==> src/sv/tks_pkg.sv <==
// Shared constants, types and build-time kernel functions for the triangular smoothing filter.
`timescale 1ns / 1ps
`default_nettype none

package tks_pkg;

  localparam int WIN_SIZE_DEF    = 5;
  localparam int MAX_WIDTH_DEF   = 2048;
  localparam int SAMPLE_BITS_DEF = 16;

  localparam int PIXEL_W     = 16;
  localparam int VALUE_W     = 16;
  localparam int ROW_W       = 12;
  localparam int COL_W       = 11;
  localparam int LINE_W_BITS = 12;
  localparam int HEIGHT_BITS = 13;
  localparam int CFG_DATA_W  = 13;
  localparam int CFG_INDEX_W = 1;
  localparam int WEIGHT_W    = 17;
  localparam int MAX_HEIGHT  = 4096;

  localparam logic [LINE_W_BITS-1:0] LINE_WIDTH_RST   = 12'd2048;
  localparam logic [HEIGHT_BITS-1:0] FRAME_HEIGHT_RST = 13'd1024;

  typedef enum logic [CFG_INDEX_W-1:0] {
    REG_LINE_WIDTH   = 1'b0,
    REG_FRAME_HEIGHT = 1'b1
  } cfg_reg_t;

  typedef struct packed {
    logic             emit;
    logic [ROW_W-1:0] row;
    logic [COL_W-1:0] col;
    logic             last;
  } pos_t;

  function automatic longint unsigned ceil_root(input longint unsigned v);
    longint unsigned lo;
    longint unsigned hi;
    longint unsigned mid;
    lo = 0;
    hi = 64'd1 << 26;
    while (lo < hi) begin
      mid = lo + ((hi - lo) >> 1);
      if (mid * mid >= v) hi = mid;
      else lo = mid + 1;
    end
    return lo;
  endfunction

  // restoring long division, used only at elaboration
  function automatic longint unsigned floor_div(input longint unsigned n,
                                                input longint unsigned d);
    longint unsigned q;
    longint unsigned r;
    q = 0;
    r = 0;
    for (int i = 63; i >= 0; i--) begin
      r = (r << 1) | ((n >> i) & 64'd1);
      if (r >= d) begin
        r = r - d;
        q = q | (64'd1 << i);
      end
    end
    return q;
  endfunction

  // Q0.16 weight of squared center distance d2
  function automatic logic [WEIGHT_W-1:0] kernel_weight(input int win, input int d2);
    longint unsigned wn;
    longint unsigned hs;
    longint unsigned den;
    longint unsigned num0;
    longint unsigned slope;
    longint unsigned dd;
    wn    = longint'(win);
    hs    = longint'(win >> 1);
    dd    = longint'(d2);
    den   = wn * wn;
    num0  = 64'd65536 * 2 * hs * wn;
    slope = 64'd65536 * 4 * hs * hs;
    if (4 * hs * hs * dd >= den) return '0;
    return WEIGHT_W'(floor_div(num0 - ceil_root(slope * slope * dd), den));
  endfunction

  function automatic longint unsigned weight_sum(input int win);
    int hs;
    longint unsigned s;
    hs = win >> 1;
    s  = 0;
    for (int dy = -hs; dy <= hs; dy++) begin
      for (int dx = -hs; dx <= hs; dx++) begin
        s = s + longint'(kernel_weight(win, dy * dy + dx * dx));
      end
    end
    return s;
  endfunction

  function automatic longint unsigned recip_q(input int win);
    longint unsigned s;
    s = weight_sum(win);
    if (s == 0) return 0;
    return floor_div(64'd1 << 32, s);
  endfunction

endpackage

`default_nettype wire

==> src/sv/tks_kernel_mac.sv <==
// Window registers and pipelined weighted sum: tap multiplies, row sums, window total.
`timescale 1ns / 1ps
`default_nettype none

module tks_kernel_mac #(
  parameter int WIN_SIZE    = tks_pkg::WIN_SIZE_DEF,
  parameter int SAMPLE_BITS = tks_pkg::SAMPLE_BITS_DEF
) (
  input  wire logic          clk,
  input  wire logic          rst,
  input  wire logic          col_valid,
  output logic               col_ready,
  input  wire logic [2*(WIN_SIZE/2):0][((SAMPLE_BITS > 16) ? 16 : SAMPLE_BITS)-1:0] col_data,
  input  tks_pkg::pos_t      col_pos,
  output logic               acc_valid,
  input  wire logic          acc_ready,
  output logic [((SAMPLE_BITS > 16) ? 16 : SAMPLE_BITS) + tks_pkg::WEIGHT_W +
                $clog2((2*(WIN_SIZE/2)+1)*(2*(WIN_SIZE/2)+1))-1:0] acc,
  output tks_pkg::pos_t      acc_pos
);
  import tks_pkg::*;

  localparam int HALF  = WIN_SIZE / 2;
  localparam int SPAN  = 2 * HALF + 1;
  localparam int SW    = (SAMPLE_BITS > 16) ? 16 : SAMPLE_BITS;
  localparam int PW    = SW + WEIGHT_W;
  localparam int RS_W  = PW + $clog2(SPAN);
  localparam int ACC_W = PW + $clog2(SPAN * SPAN);
  localparam longint unsigned SAMPLE_MAX = (64'd1 << SW) - 1;
  localparam longint unsigned ACC_MAX    = SAMPLE_MAX * weight_sum(WIN_SIZE);

  logic [SW-1:0]   window [SPAN][SPAN];
  logic [PW-1:0]   prod   [SPAN][SPAN];
  logic [RS_W-1:0] row_sum      [SPAN];
  logic [RS_W-1:0] row_sum_next [SPAN];
  logic [ACC_W-1:0] acc_next;

  logic b_v, c_v, d_v;
  logic adv_c, adv_d, adv_e;
  logic take_b;
  pos_t b_pos, c_pos, d_pos;

  assign adv_e     = !acc_valid || acc_ready;
  assign adv_d     = !d_v || adv_e;
  assign adv_c     = !c_v || adv_d;
  assign col_ready = !b_v || adv_c;
  assign take_b    = col_valid && col_ready;

  always_ff @(posedge clk) begin
    if (rst) begin
      b_v       <= 1'b0;
      c_v       <= 1'b0;
      d_v       <= 1'b0;
      acc_valid <= 1'b0;
    end else begin
      if (col_ready) b_v <= col_valid && col_pos.emit;
      if (adv_c) c_v <= b_v;
      if (adv_d) d_v <= c_v;
      if (adv_e) acc_valid <= d_v;
    end
  end

  // every sample shifts the window, results or not
  always_ff @(posedge clk) begin
    if (take_b) begin
      for (int dx = 0; dx < SPAN - 1; dx++) begin
        for (int dy = 0; dy < SPAN; dy++) begin
          window[dx][dy] <= window[dx+1][dy];
        end
      end
      for (int dy = 0; dy < SPAN; dy++) begin
        window[SPAN-1][dy] <= col_data[dy];
      end
      b_pos <= col_pos;
    end
  end

  for (genvar gy = 0; gy < SPAN; gy++) begin : g_row
    for (genvar gx = 0; gx < SPAN; gx++) begin : g_tap
      localparam logic [WEIGHT_W-1:0] WQ =
        kernel_weight(WIN_SIZE, (gy - HALF) * (gy - HALF) + (gx - HALF) * (gx - HALF));
      always_ff @(posedge clk) begin
        if (adv_c) prod[gy][gx] <= PW'(window[gx][gy]) * PW'(WQ);
      end
    end
  end

  always_comb begin
    for (int dy = 0; dy < SPAN; dy++) begin
      row_sum_next[dy] = '0;
      for (int dx = 0; dx < SPAN; dx++) begin
        row_sum_next[dy] = row_sum_next[dy] + RS_W'(prod[dy][dx]);
      end
    end
  end

  always_comb begin
    acc_next = '0;
    for (int dy = 0; dy < SPAN; dy++) begin
      acc_next = acc_next + ACC_W'(row_sum[dy]);
    end
  end

  always_ff @(posedge clk) begin
    if (adv_c) c_pos <= b_pos;
    if (adv_d) begin
      row_sum <= row_sum_next;
      d_pos   <= c_pos;
    end
    if (adv_e) begin
      acc     <= acc_next;
      acc_pos <= d_pos;
    end
  end

`ifndef SYNTHESIS
  a_acc_bound: assert property (@(posedge clk) disable iff (rst)
    acc_valid |-> (64'(acc) <= ACC_MAX))
    else $error("weighted sum above full-scale bound");
`endif

endmodule

`default_nettype wire

==> config.mk <==
export PLATFORM = sky130hd
export DESIGN_NAME = tks_kernel_mac
export DESIGN_NICKNAME = d
export VERILOG_FILES = /design/src/sv/tks_pkg.sv /design/src/sv/tks_kernel_mac.sv
export SDC_FILE = /design/constraint.sdc
export NUM_CORES = 2
export LEC_CHECK = 0
export ABC_AREA = 1
export BUFFER_PORTS_ARGS = -buffer_cell sky130_fd_sc_hd__buf_2
export CAP_MARGIN = 20
export CORE_MARGIN = 2
export CORE_UTILIZATION = 58
export DETAILED_ROUTE_END_ITERATION = 12
export GPL_ROUTABILITY_DRIVEN = 0
export GPL_TIMING_DRIVEN = 0
export PLACE_DENSITY = 0.77
export SLEW_MARGIN = 30
export SYNTH_ARGS = -nofsm -noshare
export SYNTH_HDL_FRONTEND = slang
export SYNTH_SLANG_ARGS = --single-unit
export TNS_END_PERCENT = 30
==> constraint.sdc <==
create_clock -name clk -period 18.12 [get_ports clk]
set_input_delay 2.718 -clock clk [delete_from_list [all_inputs] [get_ports clk]]
set_output_delay 2.718 -clock clk [all_outputs]
set_load 0.005 [all_outputs]
==> run_results.csv <==
group,metric,value,unit
sta,fmax,130,MHz
final_layout,drive_gt1_share,6.41,%
grt,antenna_found_initial,1,
clocking,clock-sinks,541,
yosys,synthCells,4175,
drt,wl_met2,44600,microns
worst_setup_path,slowest_stage,"nor2_1",
final_layout,fin_nets,5596,
sta,rsz0062_at_grt,"no",
sta,report.final.slew_viol_count,0,
run_status,outcome,"finished clean",
sta,maxSlewHeadroom,55.4,%
clocking,root_buffer,"clkbuf_16",
sta,setup_violations,0,
yosys,ys_seq_area_share,36.4,%
worst_setup_path,r2r_start,"window[2][35]$_DFFE_PP_",
grt,grt_max_degree,98,
sta,worst_pin_slew,668,ps
clocking,cts.clk_slew.worst_paths,70,ps
worst_setup_path,crit_chain,"buf_2 > nor2_1 > inv_4 > buf_16 > nor2_1 > inv_8 > nor2_1 > inv_8 > nor2_1 > inv_1 > buf_2",
floorplanning,io_pins,174,
clocking,htreeDepth,2,
hold_path,hold_path_class,"register to register",
final_layout,final_area,48900,sq um
placement,port_buffers,137,
placement,dpl.hpwl,80600,microns
yosys,netlist-cell-type-count,38,
drt,num_vias,30000,
grt,grt_pass1_vias,30200,
worst_setup_path,crit_required,15400,ps
clocking,cts-resized-gates,0,
worst_setup_path,crit_path_start,"acc_ready",
yosys,async_flop_share,0,%
final_layout,fin_cells,5463,
yosys,synth_area_per_cell,10.7,sq um
yosys,ys_top_cells_by_count,"772 x inv_1, 691 x ha_1, 673 x nand2_1",
floorplanning,fp.dieW,281,microns
yosys,synth_seq_cells,541,
floorplanning,design.core.area,75900,sq um
drt,drt-met1-wl,43500,microns
drt,viasPerCell,5.49,
flow_run,cap_violations,0,
worst_setup_path,timing.critical_path.mode_cell,"nor2_1",
final_layout,area_growth,9.76,%
drt,drt-pass1-iter-count,6,
clocking,insertion_delay,640,ps
yosys,syn_area,44600,sq um
final_layout,n_fill_cell,5819,
floorplanning,start_util,58.7,%
sta,fin_skew,30.0,ps
drt,drt_iter0_drc,2668,
sta,hold_viol_final,0,
drt,drc,0,
drt,wirelength,97500,microns
floorplanning,rows,101,
yosys,synth_flop_cell,"edfxtp_1",
worst_setup_path,critPathKind,"input port to output pin",
yosys,yosys.area.top_type,"edfxtp_1",
sta,fin_crit,7680,ps
grt,grtUsageTotal,25.6,%
drt,ant_nets,0,
floorplanning,dieArea,79100,sq um
worst_setup_path,crit_fanout,88,
clocking,cts_buffers,56,
sta,min_period_over_period,42.4,%
placement,placed_cells,5357,
clocking,hold_buffers,0,
grt,grt-ovfl-total,0,
placement,place_area,46900,sq um
yosys,synth_area_leaders,"edfxtp_1 36%, ha_1 19%, fa_1 18%",
yosys,synth_top_area_share,36.2,%
grt,grt_pass1_wl,157000,microns
worst_setup_path,cp-start-kind,"input port",
clocking,cts_setup_buffers,0,
worst_setup_path,crit_arrival,4960,ps
drt,maxUsedRoutingLayer,"met4",
worst_setup_path,worstSetupEndpointType,"output pin",
clocking,clockBufferDepth,3,
drt,wl_per_cell,17.8,microns
sta,whs,400,ps
floorplanning,die_y,281,microns
drt,met3_length,7100,microns
yosys,yosys_warnings,0,
yosys,synth_edf_count,537,
worst_setup_path,slowest_delay,310,ps
clocking,cts_tree,"done",
yosys,yosysMostFrequentCell,"inv_1",
hold_path,hold_start,"window[3][25]$_DFFE_PP_",
## path summary, 6_finish.rpt
path / slack (ps) / cells past startpoint / endpoint
worst max register to register: 12380 / 19 / prod[2][60]$_DFFE_PP_
worst max-delay path: 10440 / 11 / col_ready
worst min-delay path: 400 / 0 / window[2][25]$_DFFE_PP_
worst min register to register: 400 / 0 / window[2][25]$_DFFE_PP_
## layer usage
layer | track usage [%] | vias up
met5 | 0 | -
met4 | 6.33 | 0
met3 | 3.76 | 144
met2 | 41.2 | 1104
met1 | 36.6 | 14400
li1 | - | 14300
## through the flow
stage | util (%) | setup WS [ps] | TNS (ps)
global placement | 61.3 | -2800 | -510250
global route | 64.4 | 10230 | 0
floorplan | - | 2470 | 0
detailed placement | 61.8 | 10390 | 0
CTS | 64.4 | 10390 | 0
finish | 64.4 | 10440 | 0
## sequential cells by signal, summed over array words and instances, names as in the netlist
name,cells
acc,34
acc_pos,25
acc_valid,1
b_pos,25
b_v,1
c_pos,25
c_v,1
d_pos,25
d_v,1
prod,150
row_sum,93
window,160
## placed cells by master, fill, tap and decap left out, types with 5 or more instances in the layout
master	n
clkinv_2	6
fa_1	411
buf_2	137
xnor2_1	26
o211ai_1	8
nand2_2	17
edfxtp_1	537
nand2_1	673
inv_6	6
xor2_1	106
clkbuf_1	7
clkbuf_16	57
o21ai_0	105
a31oi_1	6
a21boi_0	9
nor2_1	234
clkinv_4	6
nand4_1	53
a21oi_1	220
nor3_1	47
o21a_1	9
buf_16	12
nand3_1	144
ha_1	691
inv_8	5
nand3b_1	14
inv_1	769
o21bai_1	29
bufinv_16	10
a21o_1	23
## cells by family after synthesis
kind of cell	share of synthesized area (%)
flip-flops	36.4
AO/OA/AOI/OAI	5.26
adder cells (fa/ha/maj)	37.9
XOR/XNOR	2.59
buffers and inverters	6.57
AND/OR/NAND/NOR	11.3
other	0.00842
## layout make-up
cell class              count  area (sq um)  area share, %
flip-flops and latches    541         16200           33.1
inverters                 772          2920           5.96
clock buffers              64          1450           2.97
plain buffers               4          30.0         0.0614
well taps                1030          1290           2.63
diodes                      1          2.50        0.00512
clock inverters            41           554           1.13
repair buffers            149          1020           2.08
multi-input cells        2861         25400           52.0
## worst max-delay path: cells and delay by family
kind	cells	cell delay, ps
AND/OR/NAND/NOR	4	1110
buffers and inverters	7	1120
Power is not shown: default switching activity piles up to over one toggle a cycle in this logic, so the estimate is an artifact.
