**src/sv/tks_pkg.sv**
```systemverilog
// Shared constants, types and build-time kernel functions for the triangular smoothing filter.
`timescale 1ns / 1ps
`default_nettype none

package tks_pkg;

  localparam int WIN_SIZE_DEF    = 5;
  localparam int MAX_WIDTH_DEF   = 2048;
  localparam int SAMPLE_BITS_DEF = 16;

  localparam int PIXEL_W     = 16;
  localparam int VALUE_W     = 16;
  localparam int ROW_W       = 12;
  localparam int COL_W       = 11;
  localparam int LINE_W_BITS = 12;
  localparam int HEIGHT_BITS = 13;
  localparam int CFG_DATA_W  = 13;
  localparam int CFG_INDEX_W = 1;
  localparam int WEIGHT_W    = 17;
  localparam int MAX_HEIGHT  = 4096;

  localparam logic [LINE_W_BITS-1:0] LINE_WIDTH_RST   = 12'd2048;
  localparam logic [HEIGHT_BITS-1:0] FRAME_HEIGHT_RST = 13'd1024;

  typedef enum logic [CFG_INDEX_W-1:0] {
    REG_LINE_WIDTH   = 1'b0,
    REG_FRAME_HEIGHT = 1'b1
  } cfg_reg_t;

  typedef struct packed {
    logic             emit;
    logic [ROW_W-1:0] row;
    logic [COL_W-1:0] col;
    logic             last;
  } pos_t;

  function automatic longint unsigned ceil_root(input longint unsigned v);
    longint unsigned lo;
    longint unsigned hi;
    longint unsigned mid;
    lo = 0;
    hi = 64'd1 << 26;
    while (lo < hi) begin
      mid = lo + ((hi - lo) >> 1);
      if (mid * mid >= v) hi = mid;
      else lo = mid + 1;
    end
    return lo;
  endfunction

  // restoring long division, used only at elaboration
  function automatic longint unsigned floor_div(input longint unsigned n,
                                                input longint unsigned d);
    longint unsigned q;
    longint unsigned r;
    q = 0;
    r = 0;
    for (int i = 63; i >= 0; i--) begin
      r = (r << 1) | ((n >> i) & 64'd1);
      if (r >= d) begin
        r = r - d;
        q = q | (64'd1 << i);
      end
    end
    return q;
  endfunction

  // Q0.16 weight of squared center distance d2
  function automatic logic [WEIGHT_W-1:0] kernel_weight(input int win, input int d2);
    longint unsigned wn;
    longint unsigned hs;
    longint unsigned den;
    longint unsigned num0;
    longint unsigned slope;
    longint unsigned dd;
    wn    = longint'(win);
    hs    = longint'(win >> 1);
    dd    = longint'(d2);
    den   = wn * wn;
    num0  = 64'd65536 * 2 * hs * wn;
    slope = 64'd65536 * 4 * hs * hs;
    if (4 * hs * hs * dd >= den) return '0;
    return WEIGHT_W'(floor_div(num0 - ceil_root(slope * slope * dd), den));
  endfunction

  function automatic longint unsigned weight_sum(input int win);
    int hs;
    longint unsigned s;
    hs = win >> 1;
    s  = 0;
    for (int dy = -hs; dy <= hs; dy++) begin
      for (int dx = -hs; dx <= hs; dx++) begin
        s = s + longint'(kernel_weight(win, dy * dy + dx * dx));
      end
    end
    return s;
  endfunction

  function automatic longint unsigned recip_q(input int win);
    longint unsigned s;
    s = weight_sum(win);
    if (s == 0) return 0;
    return floor_div(64'd1 << 32, s);
  endfunction

endpackage

`default_nettype wire

```
**src/sv/tks_stream_if.sv**
```systemverilog
// Valid/ready stream interfaces for the pixel input and the filtered result output.
`timescale 1ns / 1ps
`default_nettype none


interface tks_result_if;
  import tks_pkg::*;

  logic               valid;
  logic               ready;
  logic [VALUE_W-1:0] filtered_value;
  logic [ROW_W-1:0]   out_row;
  logic [COL_W-1:0]   out_col;
  logic               last;

  modport source (output valid, output filtered_value, output out_row, output out_col,
                  output last, input ready);
  modport sink (input valid, input filtered_value, input out_row, input out_col,
                input last, output ready);
endinterface

`default_nettype wire

```
**src/sv/tks_normalize.sv**
```systemverilog
// Scales the weighted sum by the reciprocal weight total, saturates, and drives the result register.
`timescale 1ns / 1ps
`default_nettype none

module tks_normalize #(
  parameter int WIN_SIZE    = tks_pkg::WIN_SIZE_DEF,
  parameter int SAMPLE_BITS = tks_pkg::SAMPLE_BITS_DEF
) (
  input  wire logic     clk,
  input  wire logic     rst,
  input  wire logic     acc_valid,
  output logic          acc_ready,
  input  wire logic [((SAMPLE_BITS > 16) ? 16 : SAMPLE_BITS) + tks_pkg::WEIGHT_W +
                     $clog2((2*(WIN_SIZE/2)+1)*(2*(WIN_SIZE/2)+1))-1:0] acc,
  input  tks_pkg::pos_t acc_pos,
  tks_result_if.source  results
);
  import tks_pkg::*;

  localparam int HALF  = WIN_SIZE / 2;
  localparam int SPAN  = 2 * HALF + 1;
  localparam int SW    = (SAMPLE_BITS > 16) ? 16 : SAMPLE_BITS;
  localparam int ACC_W = SW + WEIGHT_W + $clog2(SPAN * SPAN);
  localparam int SPLIT = 16;
  localparam longint unsigned RECIP = recip_q(WIN_SIZE);
  localparam int RW    = $clog2(RECIP + 1);
  localparam int PH_W  = ACC_W - SPLIT + RW;
  localparam int PL_W  = SPLIT + RW;
  localparam int SUM_W = ACC_W + RW + 1;
  localparam int QW    = SUM_W - 32;
  localparam logic [SW-1:0] SAMPLE_MAX = '1;

  logic            f_v;
  logic            adv_g;
  logic [PH_W-1:0] p_hi;
  logic [PL_W-1:0] p_lo;
  pos_t            f_pos;
  logic [SUM_W-1:0] full;
  logic [QW-1:0]    quot;
  logic [SW-1:0]    sat;

  assign adv_g     = !results.valid || results.ready;
  assign acc_ready = !f_v || adv_g;

  assign full = (SUM_W'(p_hi) << SPLIT) + SUM_W'(p_lo);
  assign quot = full[SUM_W-1:32];
  assign sat  = (quot > QW'(SAMPLE_MAX)) ? SAMPLE_MAX : quot[SW-1:0];

  always_ff @(posedge clk) begin
    if (rst) begin
      f_v           <= 1'b0;
      results.valid <= 1'b0;
    end else begin
      if (acc_ready) f_v <= acc_valid;
      if (adv_g) results.valid <= f_v;
    end
  end

  always_ff @(posedge clk) begin
    if (acc_ready) begin
      p_hi  <= PH_W'(acc[ACC_W-1:SPLIT]) * PH_W'(RECIP);
      p_lo  <= PL_W'(acc[SPLIT-1:0]) * PL_W'(RECIP);
      f_pos <= acc_pos;
    end
    if (adv_g) begin
      results.filtered_value <= VALUE_W'(sat);
      results.out_row        <= f_pos.row;
      results.out_col        <= f_pos.col;
      results.last           <= f_pos.last;
    end
  end

`ifndef SYNTHESIS
  a_value_saturated: assert property (@(posedge clk) disable iff (rst)
    results.valid |-> (results.filtered_value <= VALUE_W'(SAMPLE_MAX)))
    else $error("filtered value above sample range");
`endif

endmodule

`default_nettype wire

```
**src/flat_wrapper.sv**
```systemverilog
// flat-port wrapper written by rule: the top's interface ports become plain ports
module tks_normalize_flat import tks_pkg::*;
#(
  parameter int WIN_SIZE    = tks_pkg::WIN_SIZE_DEF,
  parameter int SAMPLE_BITS = tks_pkg::SAMPLE_BITS_DEF
)
  (clk, rst, acc_valid, acc_ready, acc, acc_pos, results_valid, results_filtered_value, results_out_row, results_out_col, results_last, results_ready);
  tks_result_if results_i ();
  input  wire logic clk;
  input  wire logic rst;
  input  wire logic acc_valid;
  output logic acc_ready;
  input  wire logic [((SAMPLE_BITS > 16) ? 16 : SAMPLE_BITS) + tks_pkg::WEIGHT_W +
                     $clog2((2*(WIN_SIZE/2)+1)*(2*(WIN_SIZE/2)+1))-1:0] acc;
  input  tks_pkg::pos_t acc_pos;
  output wire logic [$bits(results_i.valid)-1:0] results_valid;
  output wire logic [$bits(results_i.filtered_value)-1:0] results_filtered_value;
  output wire logic [$bits(results_i.out_row)-1:0] results_out_row;
  output wire logic [$bits(results_i.out_col)-1:0] results_out_col;
  output wire logic [$bits(results_i.last)-1:0] results_last;
  input wire logic [$bits(results_i.ready)-1:0] results_ready;
  assign results_valid = results_i.valid;
  assign results_filtered_value = results_i.filtered_value;
  assign results_out_row = results_i.out_row;
  assign results_out_col = results_i.out_col;
  assign results_last = results_i.last;
  assign results_i.ready = results_ready;
  tks_normalize #(.WIN_SIZE(WIN_SIZE), .SAMPLE_BITS(SAMPLE_BITS)) u_core (.clk(clk), .rst(rst), .acc_valid(acc_valid), .acc_ready(acc_ready), .acc(acc), .acc_pos(acc_pos), .results(results_i));
endmodule
```
**config.mk**
```make
export PLATFORM = sky130hd
export DESIGN_NAME = tks_normalize_flat
export DESIGN_NICKNAME = d
export VERILOG_FILES = /design/src/sv/tks_pkg.sv /design/src/sv/tks_stream_if.sv /design/src/sv/tks_normalize.sv /design/src/flat_wrapper.sv
export SDC_FILE = /design/constraint.sdc
export NUM_CORES = 1
export LEC_CHECK = 0
export BUFFER_PORTS_ARGS = -buffer_cell sky130_fd_sc_hd__clkbuf_2
export CAP_MARGIN = 5
export CELL_PAD_IN_SITES_DETAIL_PLACEMENT = 1
export CELL_PAD_IN_SITES_GLOBAL_PLACEMENT = 2
export CORE_MARGIN = 2
export CORE_UTILIZATION = 45
export DETAILED_ROUTE_END_ITERATION = 10
export PLACE_DENSITY_LB_ADDON = 0.3
export SKIP_CTS_REPAIR_TIMING = 1
export SYNTH_ARGS = -nofsm -noshare
export SYNTH_HDL_FRONTEND = slang
export SYNTH_SLANG_ARGS = --single-unit
export TNS_END_PERCENT = 5
```
**constraint.sdc**
```tcl
create_clock -name clk -period 13.9 [get_ports clk]
set_input_delay 3.475 -clock clk [delete_from_list [all_inputs] [get_ports clk]]
set_output_delay 3.475 -clock clk [all_outputs]
set_load 0.02 [all_outputs]
```
==> results.md, run 1 <==
* Synthesized area at 13000 sq um
* # H-tree levels at 4
* Yosys reg bits at 114
* # DRC at 0
* CP cell instances: clkbuf_2 > ha_1 > fa_1 > inv_1 > fa_1 > fa_1 > fa_1 > inv_1 > ha_1 > a21oi_1 > o21ai_0 > a221oi_1 > o211ai_1 > a31o_2 > a211oi_1 > o31ai_1 > a21oi_1 > xnor2_1
* CTS Root Cell: clkbuf_16
* Syn nets at 1657
* Fill count at 3212
* Multi-input logic area at 8310 sq um
* Class of the most critical setup path: in2reg
* Worst path max stage delay at 540 ps
* Initial core utilization at 0.454
* Via Count at 8198
* Clock-pin slew on the worst setup and hold paths at around 50 ps
* Yosys warning count at 0
* CTS tree: built
* Netlist cell types at 50
* Routed WL at between 20000 and 30000 microns
* Io pins at roughly 110
* EDFF count, synth at approximately 110
* Vias in the first global route at 9232
* Final hold vios at 0
* # diodes at 0
* Synth async-reset ratio at 0
* Final min period at between 8000 and 9000 ps
* Most frequent cells in the layout: 327 x inv_1, 268 x ha_1, 149 x fa_1
* Share of cells above drive strength 1 at 0.116
* PD cells at 205 nW/um^2
* Die Wd at 174 microns
* Die Footprint at 30200 sq um
* Clock sink count at between 100 and 150
* Total grt overflow at 0
* DRT iter0 DRCs at around 210
* Final Wtd Congestion at around 0.82
* Post-DP HPWL at 22400 microns
* Core area at between 20000 and 30000 sq um
* Buffers plus inverters on the worst setup path at 3
* Cells after Synth at 1173
* PortBufs at 107
* Maximum VDD drop at roughly 0.000096 V
* Crit path launch type: input port
* Required time worst endpoint at around 14000 ps
* Final setup skew at 6.41 ps
* Global-route wire length before repair at ~45000 microns
* Via-to-Cell Ratio at 4.84
* Die Ht at 174 microns
* Pleak at roughly 0.0074 uW
* Slew Limit Fails at 0
* Max-slew headroom at 0.364
* DRT Pass-1 Iters at 4
* Fmax achieved at 119 MHz
* Final ANT Viol Nets at 0
* Crit share post-route at 0.606
* Nets@finish at 1782
* Maximum number of pins on one net before global-route repair at 74
* Commonest non-fill, non-tap cell in the layout: inv_1
* Final setup violation count at 0
* Latest clock arrival within the worst-skew pair at 410 ps
* Clock tree buffer depth at 2
* CP max stage cell: fa_1
* Fin util at 0.511
* CP top delay family: adder cells
* Worst Hold Class: reg2reg
* Commonest register cell after synthesis: edfxtp_1
* GRT Util Overall at 0.184
* Register area at 3400 sq um
* Average cell area after synthesis at 11.0 sq um
* Status: finished, final reports clean
* Post-synthesis sequential area ratio at 0.263
* Max-Cap Viols at 0
* CTS Buf Count at 17
* Critical Path End Type: flip-flop
* Worst Path Arrival at 8570 ps
* CP Max Fanout at 6
* RSZ-0062 raised after global routing: no
* Least-Margin Pin Slew at 954 ps
* Rows at 62
* Wire per inst at 15.2 microns
* Total Neg Setup Slack at 0 ps
* Initial antenna violation count at 0
* Cell mode on critical path: fa_1
* Area growth from synthesis to layout at 12.5%
==> cell families after synthesis <==
kind of cell               Yosys count  share of synthesized area
DFF                                114                      0.263
xor gates and xnor gates            50                     0.0338
muxes                                1                   0.000773
adders and majority gates          417                      0.489
and+or+nand+nor                    146                     0.0578
buffers and inverters              329                     0.0965
AOI/OAI and AO/OA                  116                     0.0595
==> where the power goes <==
part / switching (uW) / internal (uW) / total (uW)
Sequential: 53.8 / 560 / 614
Clock: 147 / 297 / 444
Combinational: 1100 / 835 / 1940
==> Yosys cell counts, types with 2 or more instances <==
cell type	number	area, sq um
o2111ai_1	3	26.3
and3_1	6	37.5
nor2b_1	8	50.1
o21a_1	11	82.6
nand4_1	6	37.5
dfxtp_1	2	40.0
o211ai_1	3	22.5
or3_1	4	25.0
or2_2	3	18.8
a31o_2	2	17.5
o31ai_1	4	30.0
o21ai_0	21	105
fa_1	149	2980
o21bai_1	3	22.5
nor4_4	2	42.5
nor3b_1	2	15.0
nor3_1	11	55.1
inv_1	327	1230
xor2_1	15	131
and4_1	3	26.3
a21oi_1	36	180
nor2_1	38	143
a31oi_1	5	31.3
a211oi_1	4	30.0
a2111oi_0	2	17.5
nand3_1	11	55.1
xnor2_1	35	307
buf_6	2	22.5
nand2b_1	3	18.8
edfxtp_1	112	3360
ha_1	268	3350
nand2_1	37	139
and2_1	7	43.8
a21o_1	12	90.1
==> layer usage <==
metal / global-route usage / share of wire / vias up
met5: 0 / 0 / -
met4: 0.0368 / 0.0073 / 0
met3: 0.0200 / 0.025 / 13
met2: 0.304 / 0.45 / 117
met1: 0.264 / 0.52 / 3992
li1: - / - / 4076
==> metrics by stage <==
| step | cell area [sq um] | worst slack, ps | power (uW) | cells | hold slack [ps] |
|---|---|---|---|---|---|
| floorplan | 13000 | 5240 | 2080 | 1173 | 400 |
| CTS | 14600 | 5510 | 3050 | 1695 | 418 |
| finish | 14600 | 5480 | 3000 | 1695 | 419 |
| global placement | 14000 | 5080 | 2520 | 1663 | 400 |
| detailed placement | 14000 | 5080 | 2570 | 1663 | 406 |
| global route | 14600 | 5140 | 3340 | 1695 | 418 |
==> final timing paths <==
| path | start | to | slack, ps | cells after the start |
|---|---|---|---|---|
| max | acc[18] | u_core.p_hi[36] | 5480 | 18 |
| min | u_core.f_pos[11] | u_core.results.out_col[10] | 420 | 0 |
| max reg2reg | u_core.p_lo[29] | u_core.results.filtered_value[7] | 10240 | 10 |
| min reg2reg | u_core.f_pos[11] | u_core.results.out_col[10] | 420 | 0 |
==> final cells by class <==
type,count,area share
multi-input cells,730,0.570
flip-flops and latches,114,0.233
inverters,327,0.0842
repair buffers,108,0.0372
well taps,384,0.0330
clock buffers,17,0.0292
clock inverters,15,0.0131
==> state kept, by name, summed over array words and instances (netlist names) <==
register / flops
u_core.results.out_col: 11
u_core.results.last: 1
u_core.p_lo: 13
u_core.results.valid: 1
u_core.p_hi: 35
u_core.results.out_row: 12
u_core.f_v: 1
u_core.f_pos: 24
u_core.results.filtered_value: 16
(Power assumes the default switching activity.)
==> run 2: changes to the inputs <==
--- a/config.mk
+++ b/config.mk
@@ -5,12 +5,13 @@
 export SDC_FILE = /design/constraint.sdc
 export NUM_CORES = 1
 export LEC_CHECK = 0
+export ABC_AREA = 1
 export BUFFER_PORTS_ARGS = -buffer_cell sky130_fd_sc_hd__clkbuf_2
 export CAP_MARGIN = 5
 export CELL_PAD_IN_SITES_DETAIL_PLACEMENT = 1
 export CELL_PAD_IN_SITES_GLOBAL_PLACEMENT = 2
 export CORE_MARGIN = 2
-export CORE_UTILIZATION = 45
+export CORE_UTILIZATION = 40
 export DETAILED_ROUTE_END_ITERATION = 10
 export PLACE_DENSITY_LB_ADDON = 0.3
 export SKIP_CTS_REPAIR_TIMING = 1
==> constraint.sdc (replaced) <==
create_clock -name clk -period 8.7 [get_ports clk]
set_input_delay 2.175 -clock clk [delete_from_list [all_inputs] [get_ports clk]]
set_output_delay 2.175 -clock clk [all_outputs]
set_load 0.02 [all_outputs]
==> results.md, run 2 <==
* PortBufs at 107 (unchanged)
* Clock power share at 0.119 (-0.029)
* Most frequent cells in the layout: 410 x inv_1, 268 x ha_1, 212 x nand2_1
* Sequential fraction of design power at 0.175 (-0.030)
* Nets@finish at 2127 (+19%)
* Commonest non-fill, non-tap cell in the layout: inv_1
* Maximum number of pins on one net before global-route repair at 42 (-43%)
* Post-route insts no fill at 2117 (+25%)
* Worst Path Arrival at 6620 ps (-1950 ps)
* Area growth from synthesis to layout at 12.0%
* # DRC at 0 (unchanged)
* Share of cells above drive strength 1 at 0.108 (-0.00785)
* Yosys warning count at 0 (unchanged)
* Ranking of synthesized cells by area: edfxtp_1 24%, ha_1 24%, fa_1 21%
* Worst Hold Class: reg2reg
* Worst min-delay path startpoint: u_core.f_pos[11]
* Least-Margin Pin Slew at 703 ps (-251 ps)
* Reg-to-reg startpoint: u_core.p_lo[31]
* Vias in the first global route at 11300 (+23%)
* Total Neg Setup Slack at 0 ps (unchanged)
* Switching Power at 2890 uW (+120%)
* Post-synthesis sequential area ratio at 0.239 (-0.0232)
* Final setup violation count at 0 (unchanged)
* Commonest register cell after synthesis: edfxtp_1
* Max-slew headroom at 0.527 (+0.163)
* Final min period at 6460 ps
* Initial core utilization at 0.403 (-0.0513)
* Routed WL at 33200 microns (+28%)
* Slew Limit Fails at 0 (unchanged)
* Io pins at 109 (unchanged)
* Total grt overflow at 0 (unchanged)
* Crit share post-route at 0.742
* Logic gate share of total power at 0.705 (+0.058)
* Most frequent cells after synthesis: 410 x inv_1, 268 x ha_1, 212 x nand2_1
* Clock-pin slew on the worst setup and hold paths at 50 ps (about the same)
* Initial antenna violation count at 0 (unchanged)
* DP Worst Slack at 1800 ps (-3280 ps)
* Synth async-reset ratio at 0 (unchanged)
* Die Footprint at 37100 sq um (+23%)
* GRT Util Overall at 0.192 (+0.00791)
* Maximum VDD drop at 0.000152 V (+58%)
* Global-route wire length before repair at 56200 microns (+26%)
* Fmax achieved at 155 MHz
* Final Wtd Congestion at 0.830 (+1.2%)
* Crit path launch type: input port
* Top cell type's share of synthesized area at 0.237 (-0.0229)
* Final ANT Viol Nets at 0 (unchanged)
* DRT iter0 DRCs at 335 (+58%)
* Netlist cell types at 34 (-32%)
* Cells after Synth at 1516 (+29%)
* Pleak at 0.00829 uW (+12%)
* Switching part of the total at 0.513 (+0.0780)
* Max-Cap Viols at 0 (unchanged)
* Core area at 35300 sq um (+24%)
* Clock sink count at 114 (unchanged)
* CTS Root Cell: clkbuf_16
* Most frequent cell after synthesis: inv_1
* EDFF count, synth at 112 (unchanged)
* Syn nets at 2000 (+21%)
* Final hold vios at 0 (unchanged)
* Critical Path End Type: flip-flop
* Fin util at 0.451 (-0.0600)
* DRT Pass-1 Iters at 4 (unchanged)
* Die Ht at 192 microns (+11%)
* Rows at 69 (+11%)
* Max reg flops at 35 (unchanged)
* Required time worst endpoint at 8860 ps (-5190 ps)
* Number of placed instances, taps included at 2085 (+25%)
* Wire per inst at 15.7 microns (+2.8%)
* Top Registers: u_core.p_hi (35), u_core.f_pos (24), u_core.results.filtered_value (16)
* Worst setup path start: acc[19]
* Synthesized area at 14200 sq um (+9.7%)
* Final WS setup at 2240 ps (-3230 ps)
* PD cells at 354 nW/um^2 (+72%)
* Latest clock arrival within the worst-skew pair at 410 ps (about the same)
* # H-tree levels at 4 (unchanged)
* Status: finished, final reports clean
* Final setup skew at 11.7 ps (+5.29 ps)
* Largest Register: u_core.p_hi
* CP Max Fanout at 7 (+1)
* CTS tree: built
* # diodes at 0 (unchanged)
* Die Wd at 192 microns (+11%)
* Post-DP HPWL at 29500 microns (+32%)
* Via-to-Cell Ratio at 4.79 (-0.91%)
* RSZ-0062 raised after global routing: no
* Average cell area after synthesis at 9.37 sq um (-15%)
* Via Count at 10100 (+24%)
* Largest area contributor in the netlist: edfxtp_1
* Yosys reg bits at 114 (unchanged)
* Class of the most critical setup path: in2reg
* Clock tree buffer depth at 2 (unchanged)
* CTS Buf Count at 17 (unchanged)
* Internal power at 2740 uW (+62%)
==> run 2: changes by cell type after synthesis, moves of 19 or more <==
cell	before	now
a21oi_1	36	60
inv_1	327	410
nand2_1	37	212
nand3_1	11	57
nor2_1	38	64
xnor2_1	35	14
xor2_1	15	34
==> run 2: per-layer routing <==
layer | vias to the layer above | wire length (microns) | track usage
met5 | - | 0 | 0
met4 | 0 | 279 | 0.0299
met3 | 19 | 998 | 0.0193
met2 | 137 | 15400 | 0.330
met1 | 4930 | 16500 | 0.266
li1 | 5060 | - | -
==> run 2: worst max-delay path, stage by stage <==
cell	delay, ps
clkbuf_2	190
ha_1	330
inv_1	50
fa_1	500
inv_1	50
fa_1	520
fa_1	560
inv_1	60
fa_1	540
inv_1	50
ha_1	370
nand2_1	100
nand2_1	90
o21bai_1	180
a21oi_1	300
inv_2	90
nand2_1	70
nand2_1	110
nand3_1	130
nand2_1	60
nand2_1	60
nand2_1	40
==> run 2: path summary, 6_finish.rpt <==
kind	to	slack [ps]	cells past startpoint
setup / recovery	u_core.p_hi[37]	2240	22
hold / removal	u_core.results.out_col[10]	410	0
setup reg to reg	u_core.results.filtered_value[3]	6180	14
hold reg to reg	u_core.results.out_col[10]	410	0
==> run 2: cell families (layout without fill, tap and decap cells) <==
group / count (synthesis) / in the layout / synth area share
fa+ha+maj: 417 / 417 / 0.446
simple gates: 396 / 396 / 0.124
xor+xnor: 48 / 48 / 0.0296
flops: 114 / 114 / 0.239
compound gates: 124 / 124 / 0.0498
buf+inv: 417 / 557 / 0.111
==> run 2: cell type report <==
class / count / area (sq um)
flip-flops and latches: 114 / 3400
fillers: 4131 / 19400
multi-input cells: 985 / 9240
well taps: 461 / 577
clock buffers: 17 / 425
repair buffers: 109 / 551
inverters: 416 / 1560
clock inverters: 15 / 160
==> run 2: power groups by stage <==
stage / clock (uW) / sequential (uW) / combinational [uW]
after global routing: 713 / 1000 / 4610
after detailed placement: 0 / 1000 / 4010
final: 672 / 987 / 3970
after CTS: 692 / 990 / 4040
after global placement: 0 / 993 / 3920
after floorplan: 0 / 982 / 2890
==> run 2: through the flow <==
step | hold slack, ps | total power (uW) | instance area [sq um]
floorplan | 400 | 3880 | 14200
global placement | 401 | 4910 | 15300
detailed placement | 406 | 5010 | 15300
CTS | 415 | 5720 | 15900
global route | 424 | 6320 | 15900
finish | 411 | 5630 | 15900
